File: src/rtl/stc_pkg.sv
// Package: token kinds, character codes, result bundle type and classification helpers
`timescale 1ns / 1ps
`default_nettype none
package stc_pkg;

  localparam int POSITION_BITS_DEF = 16;
  localparam int QDEPTH = 2;
  localparam int QPTR_BITS = 1;

  // token kinds
  localparam logic [5:0] KIND_TERM   = 6'd0;
  localparam logic [5:0] KIND_EQ     = 6'd1;
  localparam logic [5:0] KIND_NE     = 6'd2;
  localparam logic [5:0] KIND_GE     = 6'd3;
  localparam logic [5:0] KIND_LE     = 6'd4;
  localparam logic [5:0] KIND_SHL    = 6'd5;
  localparam logic [5:0] KIND_SHR    = 6'd6;
  localparam logic [5:0] KIND_LAND   = 6'd7;
  localparam logic [5:0] KIND_LOR    = 6'd8;
  localparam logic [5:0] KIND_SINGLE = 6'd9;
  localparam logic [5:0] KIND_CHAR   = 6'd29;
  localparam logic [5:0] KIND_STR    = 6'd30;
  localparam logic [5:0] KIND_INT    = 6'd31;
  localparam logic [5:0] KIND_FLOAT  = 6'd32;
  localparam logic [5:0] KIND_KW     = 6'd33;
  localparam logic [5:0] KIND_IDENT  = 6'd45;

  // character codes
  localparam logic [7:0] CH_SEMI  = 8'h3B;
  localparam logic [7:0] CH_COMMA = 8'h2C;
  localparam logic [7:0] CH_LBRC  = 8'h7B;
  localparam logic [7:0] CH_RBRC  = 8'h7D;
  localparam logic [7:0] CH_LBRK  = 8'h5B;
  localparam logic [7:0] CH_RBRK  = 8'h5D;
  localparam logic [7:0] CH_LPAR  = 8'h28;
  localparam logic [7:0] CH_RPAR  = 8'h29;
  localparam logic [7:0] CH_EQ    = 8'h3D;
  localparam logic [7:0] CH_PLUS  = 8'h2B;
  localparam logic [7:0] CH_MINUS = 8'h2D;
  localparam logic [7:0] CH_STAR  = 8'h2A;
  localparam logic [7:0] CH_SLASH = 8'h2F;
  localparam logic [7:0] CH_AMP   = 8'h26;
  localparam logic [7:0] CH_PIPE  = 8'h7C;
  localparam logic [7:0] CH_CARET = 8'h5E;
  localparam logic [7:0] CH_TILDE = 8'h7E;
  localparam logic [7:0] CH_GT    = 8'h3E;
  localparam logic [7:0] CH_LT    = 8'h3C;
  localparam logic [7:0] CH_BANG  = 8'h21;
  localparam logic [7:0] CH_DQUOT = 8'h22;
  localparam logic [7:0] CH_SQUOT = 8'h27;
  localparam logic [7:0] CH_POINT = 8'h2E;
  localparam logic [7:0] CH_SPACE = 8'h20;
  localparam logic [7:0] CH_TAB   = 8'h09;
  localparam logic [7:0] CH_NL    = 8'h0A;

  // one result record
  typedef struct packed {
    logic [5:0]  kind;
    logic [15:0] start;
    logic [15:0] len;
    logic [15:0] line;
    logic [15:0] col;
  } slot_t;

  // results of one byte: held op, flushed token, end-of-text token, terminator
  typedef struct packed {
    logic [3:0]      v;
    slot_t [2:0]     s;
  } bundle_t;

  typedef struct packed {
    logic       hit;
    logic [4:0] idx;
  } opinfo_t;

  function automatic opinfo_t op_index(input logic [7:0] c);
    opinfo_t r;
    r.hit = 1'b1;
    r.idx = 5'd0;
    case (c)
      CH_SEMI:  r.idx = 5'd0;
      CH_COMMA: r.idx = 5'd1;
      CH_LBRC:  r.idx = 5'd2;
      CH_RBRC:  r.idx = 5'd3;
      CH_LBRK:  r.idx = 5'd4;
      CH_RBRK:  r.idx = 5'd5;
      CH_LPAR:  r.idx = 5'd6;
      CH_RPAR:  r.idx = 5'd7;
      CH_EQ:    r.idx = 5'd8;
      CH_PLUS:  r.idx = 5'd9;
      CH_MINUS: r.idx = 5'd10;
      CH_STAR:  r.idx = 5'd11;
      CH_SLASH: r.idx = 5'd12;
      CH_AMP:   r.idx = 5'd13;
      CH_PIPE:  r.idx = 5'd14;
      CH_CARET: r.idx = 5'd15;
      CH_TILDE: r.idx = 5'd16;
      CH_GT:    r.idx = 5'd17;
      CH_LT:    r.idx = 5'd18;
      CH_BANG:  r.idx = 5'd19;
      default:  r.hit = 1'b0;
    endcase
    return r;
  endfunction

  function automatic logic [5:0] single_kind(input logic [4:0] idx);
    return KIND_SINGLE + {1'b0, idx};
  endfunction

  function automatic logic [5:0] pair_kind(input logic [7:0] a, input logic [7:0] b);
    logic [5:0] k;
    k = KIND_TERM;
    if (a == CH_EQ   && b == CH_EQ)   k = KIND_EQ;
    if (a == CH_BANG && b == CH_EQ)   k = KIND_NE;
    if (a == CH_GT   && b == CH_EQ)   k = KIND_GE;
    if (a == CH_LT   && b == CH_EQ)   k = KIND_LE;
    if (a == CH_LT   && b == CH_LT)   k = KIND_SHL;
    if (a == CH_GT   && b == CH_GT)   k = KIND_SHR;
    if (a == CH_AMP  && b == CH_AMP)  k = KIND_LAND;
    if (a == CH_PIPE && b == CH_PIPE) k = KIND_LOR;
    return k;
  endfunction

  function automatic logic is_digit(input logic [7:0] c);
    return c >= 8'h30 && c <= 8'h39;
  endfunction

  function automatic logic is_alpha(input logic [7:0] c);
    return (c >= 8'h61 && c <= 8'h7A) || (c >= 8'h41 && c <= 8'h5A);
  endfunction

  // keyword text, first character in the low byte, zero padded
  function automatic logic [47:0] kw_word(input logic [3:0] k);
    logic [47:0] w;
    case (k)
      4'd0:    w = {16'h0000, "etyb"};
      4'd1:    w = {8'h00, "trohs"};
      4'd2:    w = {24'h000000, "tni"};
      4'd3:    w = {16'h0000, "gnol"};
      4'd4:    w = {16'h0000, "rahc"};
      4'd5:    w = {8'h00, "taolf"};
      4'd6:    w = "elbuod";
      4'd7:    w = "gnirts";
      4'd8:    w = {32'h00000000, "fi"};
      4'd9:    w = {16'h0000, "esle"};
      4'd10:   w = {8'h00, "elihw"};
      4'd11:   w = "nruter";
      default: w = 48'h0;
    endcase
    return w;
  endfunction

  function automatic logic [2:0] kw_len(input logic [3:0] k);
    logic [2:0] n;
    case (k)
      4'd0, 4'd3, 4'd4, 4'd9:   n = 3'd4;
      4'd1, 4'd5, 4'd10:        n = 3'd5;
      4'd2:                     n = 3'd3;
      4'd6, 4'd7, 4'd11:        n = 3'd6;
      4'd8:                     n = 3'd2;
      default:                  n = 3'd0;
    endcase
    return n;
  endfunction

  // classify a finished token; len_c is the length clipped to seven
  function automatic logic [5:0] classify(input logic [2:0] len_c, input logic [47:0] pfx,
                                          input logic [7:0] prev, input logic nok,
                                          input logic pt, input logic iok);
    logic [7:0] c0;
    logic [5:0] pk;
    logic [5:0] kw;
    logic       kw_hit;
    opinfo_t    oi;
    logic [5:0] k;
    c0 = pfx[7:0];
    pk = pair_kind(c0, pfx[15:8]);
    oi = op_index(c0);
    kw_hit = 1'b0;
    kw = KIND_KW;
    for (int i = 11; i >= 0; i--) begin
      if (len_c == kw_len(4'(i)) && pfx == kw_word(4'(i))) begin
        kw_hit = 1'b1;
        kw = KIND_KW + 6'(i);
      end
    end
    if (len_c == 3'd2 && pk != KIND_TERM)                 k = pk;
    else if (len_c == 3'd1 && oi.hit)                     k = single_kind(oi.idx);
    else if (c0 == CH_SQUOT && len_c == 3'd3)             k = KIND_CHAR;
    else if (c0 == CH_DQUOT && len_c >= 3'd3 && prev == CH_DQUOT) k = KIND_STR;
    else if (is_digit(c0))  k = nok ? (pt ? KIND_FLOAT : KIND_INT) : KIND_TERM;
    else if (is_alpha(c0)) begin
      if (kw_hit)                 k = kw;
      else if (len_c == 3'd1)     k = KIND_IDENT;
      else                        k = iok ? KIND_IDENT : KIND_TERM;
    end
    else                          k = KIND_TERM;
    return k;
  endfunction

endpackage
`default_nettype wire

File: src/rtl/stc_front.sv
// Front end: accepts bytes, tracks token state and builds the result bundle of each byte
`timescale 1ns / 1ps
`default_nettype none
module stc_front #(
  parameter int PB = 16
) (
  input  wire logic             clk,
  input  wire logic             rst_n,
  input  wire logic             in_valid,
  output logic                  in_stall,
  input  wire logic [7:0]       in_source_char,
  input  wire logic             in_end_of_text,
  input  wire logic             q_full,
  output logic                  push,
  output stc_pkg::bundle_t      bundle
);
  import stc_pkg::*;

  localparam logic [PB-1:0] ONE = {{(PB-1){1'b0}}, 1'b1};
  localparam logic [PB-1:0] MAXV = {PB{1'b1}};

  logic [PB-1:0] pos_r, pos_nxt, tbeg_r, tbeg_nxt, row_r, row_nxt, rowb_r, rowb_nxt;
  logic [PB-1:0] plen_r, plen_nxt;
  logic          inq_r, inq_nxt, held_v_r, held_v_nxt;
  logic [7:0]    held_r, held_nxt, prev_r, prev_nxt;
  logic [47:0]   pfx_r, pfx_nxt;
  logic          nok_r, nok_nxt, pt_r, pt_nxt, iok_r, iok_nxt;
  logic          acc;
  bundle_t       bun;

  function automatic logic [PB-1:0] sat_inc(input logic [PB-1:0] x);
    return (x == MAXV) ? x : x + ONE;
  endfunction

  function automatic logic [2:0] clip_len(input logic [PB-1:0] x);
    return (x >= PB'(7)) ? 3'd7 : x[2:0];
  endfunction

  assign in_stall = q_full;
  assign acc      = in_valid && !q_full;
  assign push     = acc && (bun.v != 4'b0000);
  assign bundle   = bun;

  // per-byte token step
  always_comb begin
    logic [7:0]  c;
    logic [5:0]  pk, cls;
    logic        skip, blank, sep;
    opinfo_t     oi, hi;
    c = in_source_char;
    pos_nxt = pos_r; tbeg_nxt = tbeg_r; row_nxt = row_r; rowb_nxt = rowb_r;
    plen_nxt = plen_r; inq_nxt = inq_r; held_v_nxt = held_v_r; held_nxt = held_r;
    prev_nxt = prev_r; pfx_nxt = pfx_r; nok_nxt = nok_r; pt_nxt = pt_r; iok_nxt = iok_r;
    bun = '0;
    skip = 1'b0;
    pk = pair_kind(held_r, c);
    oi = op_index(c);
    hi = op_index(held_r);
    // resolve the held operator against this byte
    if (held_v_r) begin
      bun.v[0]       = 1'b1;
      bun.s[0].start = 16'(tbeg_r);
      bun.s[0].line  = 16'(row_r);
      bun.s[0].col   = 16'(tbeg_r - rowb_r + ONE);
      if (pk != KIND_TERM) begin
        bun.s[0].kind = pk;
        bun.s[0].len  = 16'd2;
        skip = 1'b1;
      end else begin
        bun.s[0].kind = single_kind(hi.idx);
        bun.s[0].len  = 16'd1;
      end
      held_v_nxt = 1'b0;
    end
    blank = (c == CH_SPACE) || (c == CH_TAB) || (c == CH_NL);
    sep   = (blank || oi.hit) && !inq_r;
    cls   = classify(clip_len(plen_r), pfx_r, prev_r, nok_r, pt_r, iok_r);
    if (!skip) begin
      if (sep) begin
        // flush pending token, then advance row and hold an operator
        if (plen_r != '0 && cls != KIND_TERM) begin
          bun.v[1]       = 1'b1;
          bun.s[1].kind  = cls;
          bun.s[1].start = 16'(tbeg_r);
          bun.s[1].len   = 16'(plen_r);
          bun.s[1].line  = 16'(row_r);
          bun.s[1].col   = 16'(tbeg_r - rowb_r + ONE);
        end
        plen_nxt = '0;
        if (c == CH_NL) begin
          row_nxt  = sat_inc(row_r);
          rowb_nxt = sat_inc(pos_r);
        end
        if (oi.hit) begin
          held_nxt   = c;
          held_v_nxt = 1'b1;
          tbeg_nxt   = pos_r;
        end
      end else begin
        // append to pending token
        if (c == CH_DQUOT) inq_nxt = !inq_r;
        if (plen_r == '0) begin
          tbeg_nxt = pos_r;
          pfx_nxt  = '0;
          nok_nxt  = 1'b1;
          pt_nxt   = 1'b0;
          iok_nxt  = 1'b1;
        end else begin
          if (!is_digit(c)) begin
            if (c == CH_POINT && !pt_r) pt_nxt = 1'b1;
            else                        nok_nxt = 1'b0;
          end
          if (!is_digit(c) && !is_alpha(c)) iok_nxt = 1'b0;
        end
        for (int i = 0; i < 6; i++) begin
          if (plen_r == PB'(i)) pfx_nxt[8*i +: 8] = c;
        end
        prev_nxt = c;
        plen_nxt = sat_inc(plen_r);
      end
    end
    pos_nxt = sat_inc(pos_r);
    // end of text: drain held op or pending token, add terminator, restart
    if (in_end_of_text) begin
      bun.s[2].start = 16'(tbeg_nxt);
      bun.s[2].line  = 16'(row_nxt);
      bun.s[2].col   = 16'(tbeg_nxt - rowb_nxt + ONE);
      if (held_v_nxt) begin
        bun.v[2]      = 1'b1;
        bun.s[2].kind = single_kind(oi.idx);
        bun.s[2].len  = 16'd1;
      end else begin
        bun.s[2].kind = classify(clip_len(plen_nxt), pfx_nxt, prev_nxt, nok_nxt, pt_nxt,
                                 iok_nxt);
        bun.s[2].len  = 16'(plen_nxt);
        bun.v[2]      = (plen_nxt != '0) && (bun.s[2].kind != KIND_TERM);
      end
      bun.v[3] = 1'b1;
      pos_nxt = '0; tbeg_nxt = '0; row_nxt = ONE; rowb_nxt = '0; plen_nxt = '0;
      inq_nxt = 1'b0; held_v_nxt = 1'b0; held_nxt = 8'h00; prev_nxt = 8'h00;
      pfx_nxt = '0; nok_nxt = 1'b1; pt_nxt = 1'b0; iok_nxt = 1'b1;
    end
  end

  // token state registers
  always_ff @(posedge clk) begin
    if (!rst_n) begin
      pos_r <= '0; tbeg_r <= '0; row_r <= ONE; rowb_r <= '0; plen_r <= '0;
      inq_r <= 1'b0; held_v_r <= 1'b0; held_r <= 8'h00; prev_r <= 8'h00;
      pfx_r <= '0; nok_r <= 1'b1; pt_r <= 1'b0; iok_r <= 1'b1;
    end else if (acc) begin
      pos_r <= pos_nxt; tbeg_r <= tbeg_nxt; row_r <= row_nxt; rowb_r <= rowb_nxt;
      plen_r <= plen_nxt; inq_r <= inq_nxt; held_v_r <= held_v_nxt; held_r <= held_nxt;
      prev_r <= prev_nxt; pfx_r <= pfx_nxt; nok_r <= nok_nxt; pt_r <= pt_nxt;
      iok_r <= iok_nxt;
    end
  end

endmodule
`default_nettype wire

File: src/rtl/stc_queue.sv
// Two-entry bundle queue between front and back ends
`timescale 1ns / 1ps
`default_nettype none
module stc_queue (
  input  wire logic             clk,
  input  wire logic             rst_n,
  input  wire logic             push,
  input  wire stc_pkg::bundle_t wr_data,
  input  wire logic             pop,
  output stc_pkg::bundle_t      rd_data,
  output logic                  not_empty,
  output logic                  full
);
  import stc_pkg::*;

  bundle_t              mem_r [QDEPTH];
  logic [QPTR_BITS-1:0] wp_r, rp_r;
  logic [QPTR_BITS:0]   cnt_r, cnt_nxt;

  assign rd_data   = mem_r[rp_r];
  assign not_empty = (cnt_r != '0);
  assign full      = (cnt_r == (QPTR_BITS+1)'(QDEPTH));

  // occupancy follows push and pop
  always_comb begin
    cnt_nxt = cnt_r;
    if (push && !pop) cnt_nxt = cnt_r + 1'b1;
    if (pop && !push) cnt_nxt = cnt_r - 1'b1;
  end

  // pointers and count
  always_ff @(posedge clk) begin
    if (!rst_n) begin
      wp_r  <= '0;
      rp_r  <= '0;
      cnt_r <= '0;
    end else begin
      if (push) wp_r <= wp_r + 1'b1;
      if (pop)  rp_r <= rp_r + 1'b1;
      cnt_r <= cnt_nxt;
    end
  end

  // entry storage
  always_ff @(posedge clk) begin
    if (push) mem_r[wp_r] <= wr_data;
  end

endmodule
`default_nettype wire

File: src/rtl/stc_back.sv
// Back end: sends the results of the head bundle one beat at a time
`timescale 1ns / 1ps
`default_nettype none
module stc_back (
  input  wire logic             clk,
  input  wire logic             rst_n,
  input  wire stc_pkg::bundle_t head,
  input  wire logic             head_valid,
  output logic                  pop,
  output logic                  out_valid,
  input  wire logic             out_stall,
  output logic [5:0]            out_token_kind,
  output logic [15:0]           out_token_start,
  output logic [15:0]           out_token_length,
  output logic [15:0]           out_line_number,
  output logic [15:0]           out_column_number,
  output logic                  out_last_result
);
  import stc_pkg::*;

  logic [3:0] done_r, done_nxt, rem, sel;
  logic       acc;
  slot_t      s;

  assign rem       = head.v & ~done_r;
  assign sel       = rem & (~rem + 4'd1);
  assign out_valid = head_valid && (rem != 4'b0000);
  assign acc       = out_valid && !out_stall;
  assign pop       = acc && (rem == sel);

  // pick the earliest result not yet sent
  always_comb begin
    s = '0;
    if (sel[0])      s = head.s[0];
    else if (sel[1]) s = head.s[1];
    else if (sel[2]) s = head.s[2];
    done_nxt = done_r;
    if (acc) done_nxt = pop ? 4'b0000 : (done_r | sel);
  end

  assign out_token_kind    = s.kind;
  assign out_token_start   = s.start;
  assign out_token_length  = s.len;
  assign out_line_number   = s.line;
  assign out_column_number = s.col;
  assign out_last_result   = sel[3];

  // mark sent beats of the head bundle
  always_ff @(posedge clk) begin
    if (!rst_n) done_r <= 4'b0000;
    else        done_r <= done_nxt;
  end

endmodule
`default_nettype wire

File: src/rtl/source_code_tokenizer_top.sv
// Tokenizer top level: splits a byte stream into classified tokens
//
// Input channel: one source byte per beat with an end-of-text flag on the last byte.
// Output channel: one token per beat (kind, start offset, length, row, column); after
// the final byte a terminator beat with last_result set and all other fields zero.
// Unknown tokens are dropped and never appear on the output.
// Throughput: one byte per cycle while each byte yields at most one token and the
// receiver does not stall; a byte that closes several tokens sends one per beat on the
// single output port. A token enters the queue when its completing byte is taken;
// operator characters are held one byte for pairing, so they complete on the next byte.
// A two-entry bundle queue separates the byte stage from the output stage.
// Reset clears all token state and the queue; row starts at 1, offset at 0. After the
// terminator the block restarts as if from reset.
// When the receiver stalls, the current token holds on the output and the front keeps
// taking bytes until the queue fills, then stalls the sender.
`timescale 1ns / 1ps
`default_nettype none
module source_code_tokenizer_top #(
  parameter int POSITION_BITS = stc_pkg::POSITION_BITS_DEF
) (
  input  wire logic        clk,
  input  wire logic        rst_n,
  input  wire logic        in_valid,
  output logic             in_stall,
  input  wire logic [7:0]  in_source_char,
  input  wire logic        in_end_of_text,
  output logic             out_valid,
  input  wire logic        out_stall,
  output logic [5:0]       out_token_kind,
  output logic [15:0]      out_token_start,
  output logic [15:0]      out_token_length,
  output logic [15:0]      out_line_number,
  output logic [15:0]      out_column_number,
  output logic             out_last_result
);
  import stc_pkg::*;

  bundle_t wr_b, head;
  logic    push, pop, ne, full;

  stc_front #(.PB(POSITION_BITS)) u_front (
    .clk, .rst_n, .in_valid, .in_stall, .in_source_char, .in_end_of_text,
    .q_full(full), .push, .bundle(wr_b)
  );

  stc_queue u_queue (
    .clk, .rst_n, .push, .wr_data(wr_b), .pop, .rd_data(head), .not_empty(ne), .full
  );

  stc_back u_back (
    .clk, .rst_n, .head, .head_valid(ne), .pop, .out_valid, .out_stall,
    .out_token_kind, .out_token_start, .out_token_length, .out_line_number,
    .out_column_number, .out_last_result
  );

endmodule
`default_nettype wire

File: config.mk
export PLATFORM = sky130hd
export DESIGN_NAME = source_code_tokenizer_top
export DESIGN_NICKNAME = d
export VERILOG_FILES = /design/src/rtl/stc_pkg.sv /design/src/rtl/stc_front.sv /design/src/rtl/stc_queue.sv /design/src/rtl/stc_back.sv /design/src/rtl/source_code_tokenizer_top.sv
export SDC_FILE = /design/constraint.sdc
export NUM_CORES = 1
export LEC_CHECK = 0
export BUFFER_PORTS_ARGS = -buffer_cell sky130_fd_sc_hd__clkbuf_2
export CAP_MARGIN = 20
export CORE_UTILIZATION = 41
export DETAILED_ROUTE_END_ITERATION = 8
export REMOVE_ABC_BUFFERS = 1
export SLEW_MARGIN = 20
export SYNTH_ARGS = -nofsm -noshare
export SYNTH_HDL_FRONTEND = slang
export SYNTH_SLANG_ARGS = --single-unit
File: constraint.sdc
create_clock -name clk -period 20.1 [get_ports clk]
set_input_delay 4.02 -clock clk [delete_from_list [all_inputs] [get_ports clk]]
set_output_delay 4.02 -clock clk [all_outputs]
set_load 0.01 [all_outputs]
* Word level (Yosys, flattened, before mapping)
Memories as Yosys holds them, arrays and structs flattened. A register that Yosys moved wholly into a read port is not among the register bits. Cells that the tools add are included.
Cells by class: add/subtract/negate cells 16, $lt $le $gt $ge 22, eq/ne operators 150, mux-type cells 236, bitwise gates (word level) 5, reductions and logical operators 113
Operator list (number):
- 2-to-1 mux 48 bit | 28
- == test 48 bit | 12
- 2-to-1 mux 70 bit | 8
- == test 8 x 6 -> 1 bit (second input constant) | 68
- case mux 5 bit (19 select lines) | 4
- 2-to-1 mux 16 bit | 21
- == test 8 x 7 -> 1 bit (second input constant) | 30
- == test 48 x 31 -> 1 bit (second input constant) | 4
- 2-to-1 mux 6 bit | 28
- == test 48 x 39 -> 1 bit (second input constant) | 3
- == test 48 x 47 -> 1 bit (second input constant) | 3
- 2-to-1 mux 4 bit | 28
- 2-to-1 mux 8 bit | 13
- adder 16 x 1 -> 16 bit (second input constant) | 5
- logical AND 1 bit | 79
- 2-to-1 mux 3 bit | 24
- 2-to-1 mux 1 bit | 70
- OR reduction 20 bit | 3
- == test 16 bit (second input constant) | 3
- == test 48 x 15 -> 1 bit (second input constant) | 1
- == test 48 x 23 -> 1 bit (second input constant) | 1
- greater-or-equal comparator 8 x 7 -> 1 bit (second input constant) | 6
- <= comparator 8 x 7 -> 1 bit (second input constant) | 6
- == test 16 x 2 -> 1 bit (second input constant) | 2
- 33 further kinds | 92
Word-level totals: register bits after elaboration 157, bits in writable memories 428, bits of input ports 13, output and inout port bits 73, logic and storage cells 560, memories 1
Memory list:
- u_queue.mem_r | words 2, bits a word 214, rd ports 1, clocked after Yosys merged registers in 1, write ports 1, RTL line stc_queue.sv:16 | bundle_t mem_r [QDEPTH];

* Longest topological paths before layout
word-level depth 50, depth in mapped cells 35, mapped depth without buffers 28

* Cells and area by module
Synthesis repeated with hierarchy kept, for this count alone.
Second synthesis, totals: cell total of the unflattened synthesis 3363, area, all modules 34789.6 µm²
Modules (own cells, without submodules):
- stc_front | instances 1, cells an instance 2402, area each 16925.0 µm², sequential area each 2982.9 µm²
- stc_queue | instances 1, cells an instance 688, area each 16319.4 µm², sequential area each 12952.4 µm²
- stc_back | instances 1, cells an instance 273, area each 1545.2 µm², sequential area each 80.1 µm²

* Worst setup path after synthesis
No wires, ideal clock.
path kind input to register, start input port in_source_char[1], end memory u_queue.mem_r[0][0] (netlist name) (enable), setup time 0.764 ns, arrival 14.331 ns, required time 19.336 ns, slack 5.005 ns, cell stages on the path 12, path buffers 3, cell sequence buf_2 -> nand4b_1 -> nor2_1 -> a221o_1 -> buf_6 -> and2_1 -> clkbuf_1 -> nor3_1 -> o21ai_0 -> nor2_1 -> o31ai_1 -> nor2_1
Between the ends: cells in the longest elaborated chain, start to end 49, elaborated cells between the ends (all ways) 247, classes of those cells 1 x add/sub; 14 x order compare; 72 x eq/ne; 102 x mux; 58 x reduce/logical
Ends and longest elaborated chain:
- start, declared | RTL line source_code_tokenizer_top.sv:25 | input wire logic [7:0] in_source_char,
- == test 8 x 6 -> 1 bit
- logical AND 1 bit | RTL line stc_pkg.sv:113 | if (a == CH_EQ && b == CH_EQ) k = KIND_EQ;
- 2-to-1 mux 1 bit | RTL line stc_pkg.sv:113
- 2-to-1 mux 2 bit | RTL line stc_pkg.sv:114 | if (a == CH_BANG && b == CH_EQ) k = KIND_NE;
- 2-to-1 mux 2 bit | RTL line stc_pkg.sv:115 | if (a == CH_GT && b == CH_EQ) k = KIND_GE;
- 2-to-1 mux 3 bit | RTL line stc_pkg.sv:116 | if (a == CH_LT && b == CH_EQ) k = KIND_LE;
- 2-to-1 mux 3 bit | RTL line stc_pkg.sv:117 | if (a == CH_LT && b == CH_LT) k = KIND_SHL;
- 2-to-1 mux 3 bit | RTL line stc_pkg.sv:118 | if (a == CH_GT && b == CH_GT) k = KIND_SHR;
- [... 33 more ...]
- nonzero test 6 bit | RTL line stc_front.sv:136 | bun.v[2] = (plen_nxt != '0) && (bun.s[2].kind != KIND_TERM);
- logical AND 1 bit | RTL line stc_front.sv:136
- 2-to-1 mux 1 bit | RTL line stc_front.sv:128 | if (held_v_nxt) begin
- 2-to-1 mux 2 bit | RTL line stc_front.sv:124 | if (in_end_of_text) begin
- nonzero test 4 bit * | RTL line stc_front.sv:41 | assign push = acc && (bun.v != 4'b0000);
- logical AND 1 bit * | RTL line stc_front.sv:41
- 2-to-1 mux 1 bit * | RTL line stc_queue.sv:46 | if (push) mem_r[wp_r] <= wr_data;
- 2-to-1 mux 1 bit (not written as such) * | RTL line stc_queue.sv:46
- end, declared | RTL line stc_queue.sv:16
Mark *: on every way between the ends. The rest lies on a longest branch, timed or not. The select of a mux whose other input is x is not followed.

==> summary.md <==
The run finished with clean final reports. The synthesized design devotes to its leading area cell type 38.30% of total area. Prevailing post-synth register cell: sky130_fd_sc_hd__edfxtp_1. The minimum clock period after layout was 10.92 ns. The maximum vdd ir drop was 0.00006095 V; the smallest setup slack after layout was 9.181 ns. After clock tree synthesis, the clock-pin slew on the worst setup and hold paths is 0.06 ns.

Setup repair after global routing left no endpoint under its margin. The logs give 11.86 nW for the standby leakage power and 3,202 for the final layout net count. The first-pass GRT wire length is 160.4 mm. Setup violations remaining at the end of the flow were counted as 0. The final period utilization is 54.32%, and the gate count after technology mapping is 3,134. The average vias per placed instance is 6.119. The half-perimeter wire length after detailed placement was 74.22 mm. TritonCTS built the clock tree. The H-tree was split into 2 levels. The congestion estimate from routability-driven global placement came to 0.9728.

After synthesis, the share of flip-flops with an asynchronous set or reset is 0%. The count of nets left with antenna violations once routing finished came out at 0. The effective utilization at floorplan was 41.36%; the number of core rows was 101. After the first detailed-routing iteration, the DRC count stood at 1,913.

For this run, the register share of the synthesized area comes to 48.39%. Maximum root-to-sink buffer count: 3. The worst pin sits at a relative slew slack of 18.90%. After detailed routing, the number of remaining DRC violations is 0. Clock tree skew after final layout: 0.03672 ns. The clock insertion delay at the later pin of the skew report came out at 0.65 ns. Yosys attributes the largest share of cell area to sky130_fd_sc_hd__edfxtp_1 (38%), sky130_fd_sc_hd__dfxtp_1 (10%), sky130_fd_sc_hd__mux2i_1 (7.4%), sky130_fd_sc_hd__and2_1 (3.4%), sky130_fd_sc_hd__ha_1 (2.8%). The type of the worst setup path is input port to register.

The number of flip-flops and latches in the synthesized netlist came out at 558. STA classifies the critical path startpoint as an input port. Across the run, the number of max-cap violations was 0.

The count of final hold-check violations is 0, and the total count of max-transition violations in the final report is 0. The post-route netlist has 9.085% of its cells at a drive strength greater than 1. From synthesis to final layout, the design area changed by 10.82%. OpenSTA, run right after detailed placement, puts the worst setup slack at 8.600 ns.

The critical-path cell with the highest stage delay is sky130_fd_sc_hd__or4b_1. The largest net degree at the start of global routing is 103. In the final routed layout, each cell accounts on average for 26.05 µm.

Number of hold buffers added after CTS: 0. In this run, synthesis inferred 400 flip-flops with an integrated enable. The floorplan step defined a die boundary enclosing 77,600 µm². STA classifies the critical path endpoint as a register. The number of input and output port buffers inserted is 85, and the synthesized area is 31,360 µm². The run gives 558 as the number of sinks driven by the clock tree.

Before antenna repair, the detailed router went through 6 iterations. Data arrives at the worst endpoint at 11.26 ns. The total area inside the core boundary comes to 75,820 µm². The final global-route overflow total came out at 0. The die is 278.6 µm wide.

The root buffer cell chosen for the clock tree is sky130_fd_sc_hd__clkbuf_16. For the pin with the worst max-slew slack, the measured transition is 1.207 ns. 86 I/O pins were placed.

The required time at the worst-slack endpoint was 20.44 ns; the power density of the placed cells was 79.72 nW/µm². The highest fanout seen on the critical path works out to 25. The worst hold-check path type is register to register. In the final timing run, aggregate negative setup slack is 0 ns. The number of antenna violations at the first check in global routing is 0.

The logs give 27.25% for the overall fraction of global-route tracks in use and 61 for the number of buffers created by CTS. The finished cells cover 34,750 µm². Wires add up to 108.1 mm. The synthesis warning total came out at 0. The distinct cell type count after synthesis was 95; the post-CTS setup buffer count was 0. The leading area contributor after synthesis is sky130_fd_sc_hd__edfxtp_1. The final route contains 25.39k vias. The largest single stage delay on the critical path is 0.94 ns. In this design, the critical path's most frequently occurring cell is sky130_fd_sc_hd__a21oi_1. Dividing the synthesized area by the synthesized cell count gives 10.01 µm². In this run the cell area measured after placement is 32,670 µm².

The run gives 91.59 MHz as the achievable clock frequency. The post-cts gate resize count came out at 0. The via count of the first global-routing pass is 24.94k, and the floorplan die height is 278.6 µm. Counting the fill cells in the layout gives 7,098.
-- area by class of cell --
cell class / instances / area [µm²] / share of cell area, %
flip-flops and latches: 558 / 15180 / 43.68
multi-input cells: 2268 / 15080 / 43.39
clock buffers: 88 / 1739 / 5.005
well taps: 978 / 1224 / 3.521
repair buffers: 140 / 853.3 / 2.455
clock inverters: 27 / 339.1 / 0.9757
inverters: 89 / 334.1 / 0.9613
diodes: 2 / 5.005 / 0.01440
-- per-layer routing --
layer	vias up	wire [µm]	GRT usage, %
li1	11655	-	-
met1	12595	45160	34.53
met2	904	52300	46.60
met3	239	5658	3.274
met4	0	5004	12.09
met5	-	0	0
-- critical path: cells and delay by family --
kind	cells	cell delay (ns)
compound gates	11	2.15
xor+xnor	1	0.15
mux	1	0.30
fa+ha+maj	3	0.84
simple gates	9	2.63
buf+inv	5	1.09
-- through the flow --
stage | instances | power (W) | util (%) | hold slack [ns]
finish | 4150 | 0.002771 | 45.83 | 0.4806
global placement | 4033 | 0.001637 | 43.09 | 0.4660
detailed placement | 4033 | 0.001641 | 43.09 | 0.4760
global route | 4148 | 0.002864 | 45.83 | 0.5143
floorplan | 2915 | 0.001524 | - | 0.4433
CTS | 4148 | 0.002800 | 45.83 | 0.4844
-- final timing paths --
kind / from / slack, ns / to / depth (start not counted)
setup / recovery: in_source_char[4] / 9.18 / u_queue.mem_r[1][155] / 30
hold / removal: u_front.prev_r[7] / 0.48 / u_front.prev_r[7] / 2
setup reg to reg: u_front.plen_r[3] / 11.34 / u_queue.mem_r[1][202] / 19
hold reg to reg: u_front.prev_r[7] / 0.48 / u_front.prev_r[7] / 2
-- power breakdown --
part / switching, W / internal (W) / leakage (nW)
Clock: 0.000473 / 0.000681 / 1.01
Combinational: 0.000231 / 0.000104 / 5.73
Sequential: 0.0000180 / 0.00126 / 5.12
Total: 0.000722 / 0.00205 / 11.9
-- placed cells by master, fill, tap and decap left out, drive strengths merged, types with 13 or more instances in the layout --
cell type,netlist,layout
edfxtp,400,400
mux2i,233,233
nor2,225,225
nand2,218,218
o21ai,175,175
and2,173,173
clkbuf,179,172
dfxtp,158,158
a21oi,116,116
nor2b,101,101
nand3,99,99
inv,87,93
nor3,90,90
ha,69,69
a22oi,68,68
o22a,58,58
buf,41,56
o22ai,50,50
nand4,47,47
xnor2,43,43
nor4,42,42
a31oi,31,31
a21boi,31,31
xor2,27,27
or3,26,26
and3,25,25
o21bai,21,21
nand2b,19,19
a21o,18,18
nand4b,15,15
a211oi,15,15
o211ai,15,15
or2,14,14
clkinv,2,14
or4,13,13
-- cells in the mapped netlist, types with 18 or more instances --
library cell / instances
sky130_fd_sc_hd__nand4_1: 47
sky130_fd_sc_hd__buf_1: 18
sky130_fd_sc_hd__clkbuf_1: 178
sky130_fd_sc_hd__nand3_1: 98
sky130_fd_sc_hd__xnor2_1: 43
sky130_fd_sc_hd__o22a_1: 58
sky130_fd_sc_hd__and3_1: 25
sky130_fd_sc_hd__a31oi_1: 31
sky130_fd_sc_hd__nor2b_1: 101
sky130_fd_sc_hd__mux2i_1: 233
sky130_fd_sc_hd__nor2_1: 225
sky130_fd_sc_hd__o21bai_1: 21
sky130_fd_sc_hd__ha_1: 69
sky130_fd_sc_hd__o22ai_1: 50
sky130_fd_sc_hd__a21oi_1: 115
sky130_fd_sc_hd__and2_1: 172
sky130_fd_sc_hd__nand2_1: 216
sky130_fd_sc_hd__buf_2: 18
sky130_fd_sc_hd__edfxtp_1: 400
sky130_fd_sc_hd__a22oi_1: 68
sky130_fd_sc_hd__o21ai_0: 167
sky130_fd_sc_hd__inv_1: 87
sky130_fd_sc_hd__nor4_1: 40
sky130_fd_sc_hd__dfxtp_1: 158
sky130_fd_sc_hd__nand2b_1: 19
sky130_fd_sc_hd__xor2_1: 27
sky130_fd_sc_hd__or3_1: 26
sky130_fd_sc_hd__a21boi_0: 31
sky130_fd_sc_hd__a21o_1: 18
sky130_fd_sc_hd__nor3_1: 90
-- state kept, by name, indices dropped and copies added (netlist names), named ones only --
| register | flops |
|---|---|
| u_queue.mem_r | 400 |
| u_front.pfx_r | 48 |
| u_front.plen_r | 16 |
| u_front.pos_r | 16 |
| u_front.row_r | 16 |
| u_front.rowb_r | 16 |
| u_front.tbeg_r | 16 |
| u_front.held_r | 8 |
| u_front.prev_r | 8 |
| u_back.done_r | 4 |
| u_queue.cnt_r | 2 |
| u_front.held_v_r | 1 |
| u_front.inq_r | 1 |
| u_front.iok_r | 1 |
| u_front.nok_r | 1 |
| u_front.pt_r | 1 |
| u_queue.rp_r | 1 |
| u_queue.wp_r | 1 |
-- cell families (layout without fill, tap and decap cells) --
kind of cell / count (synthesis) / in the layout / share of synthesized area [%]
and+or+nand+nor: 1184 / 1184 / 20.34
muxes: 237 / 237 / 7.581
DFF: 558 / 558 / 48.39
other: 1 / 4 / 0.01196
buffers and inverters: 309 / 344 / 3.870
xor gates and xnor gates: 70 / 70 / 1.955
AOI/OAI and AO/OA: 703 / 703 / 14.94
adders and majority gates: 72 / 72 / 2.913
Note: power is estimated with default switching activity, not from simulation.
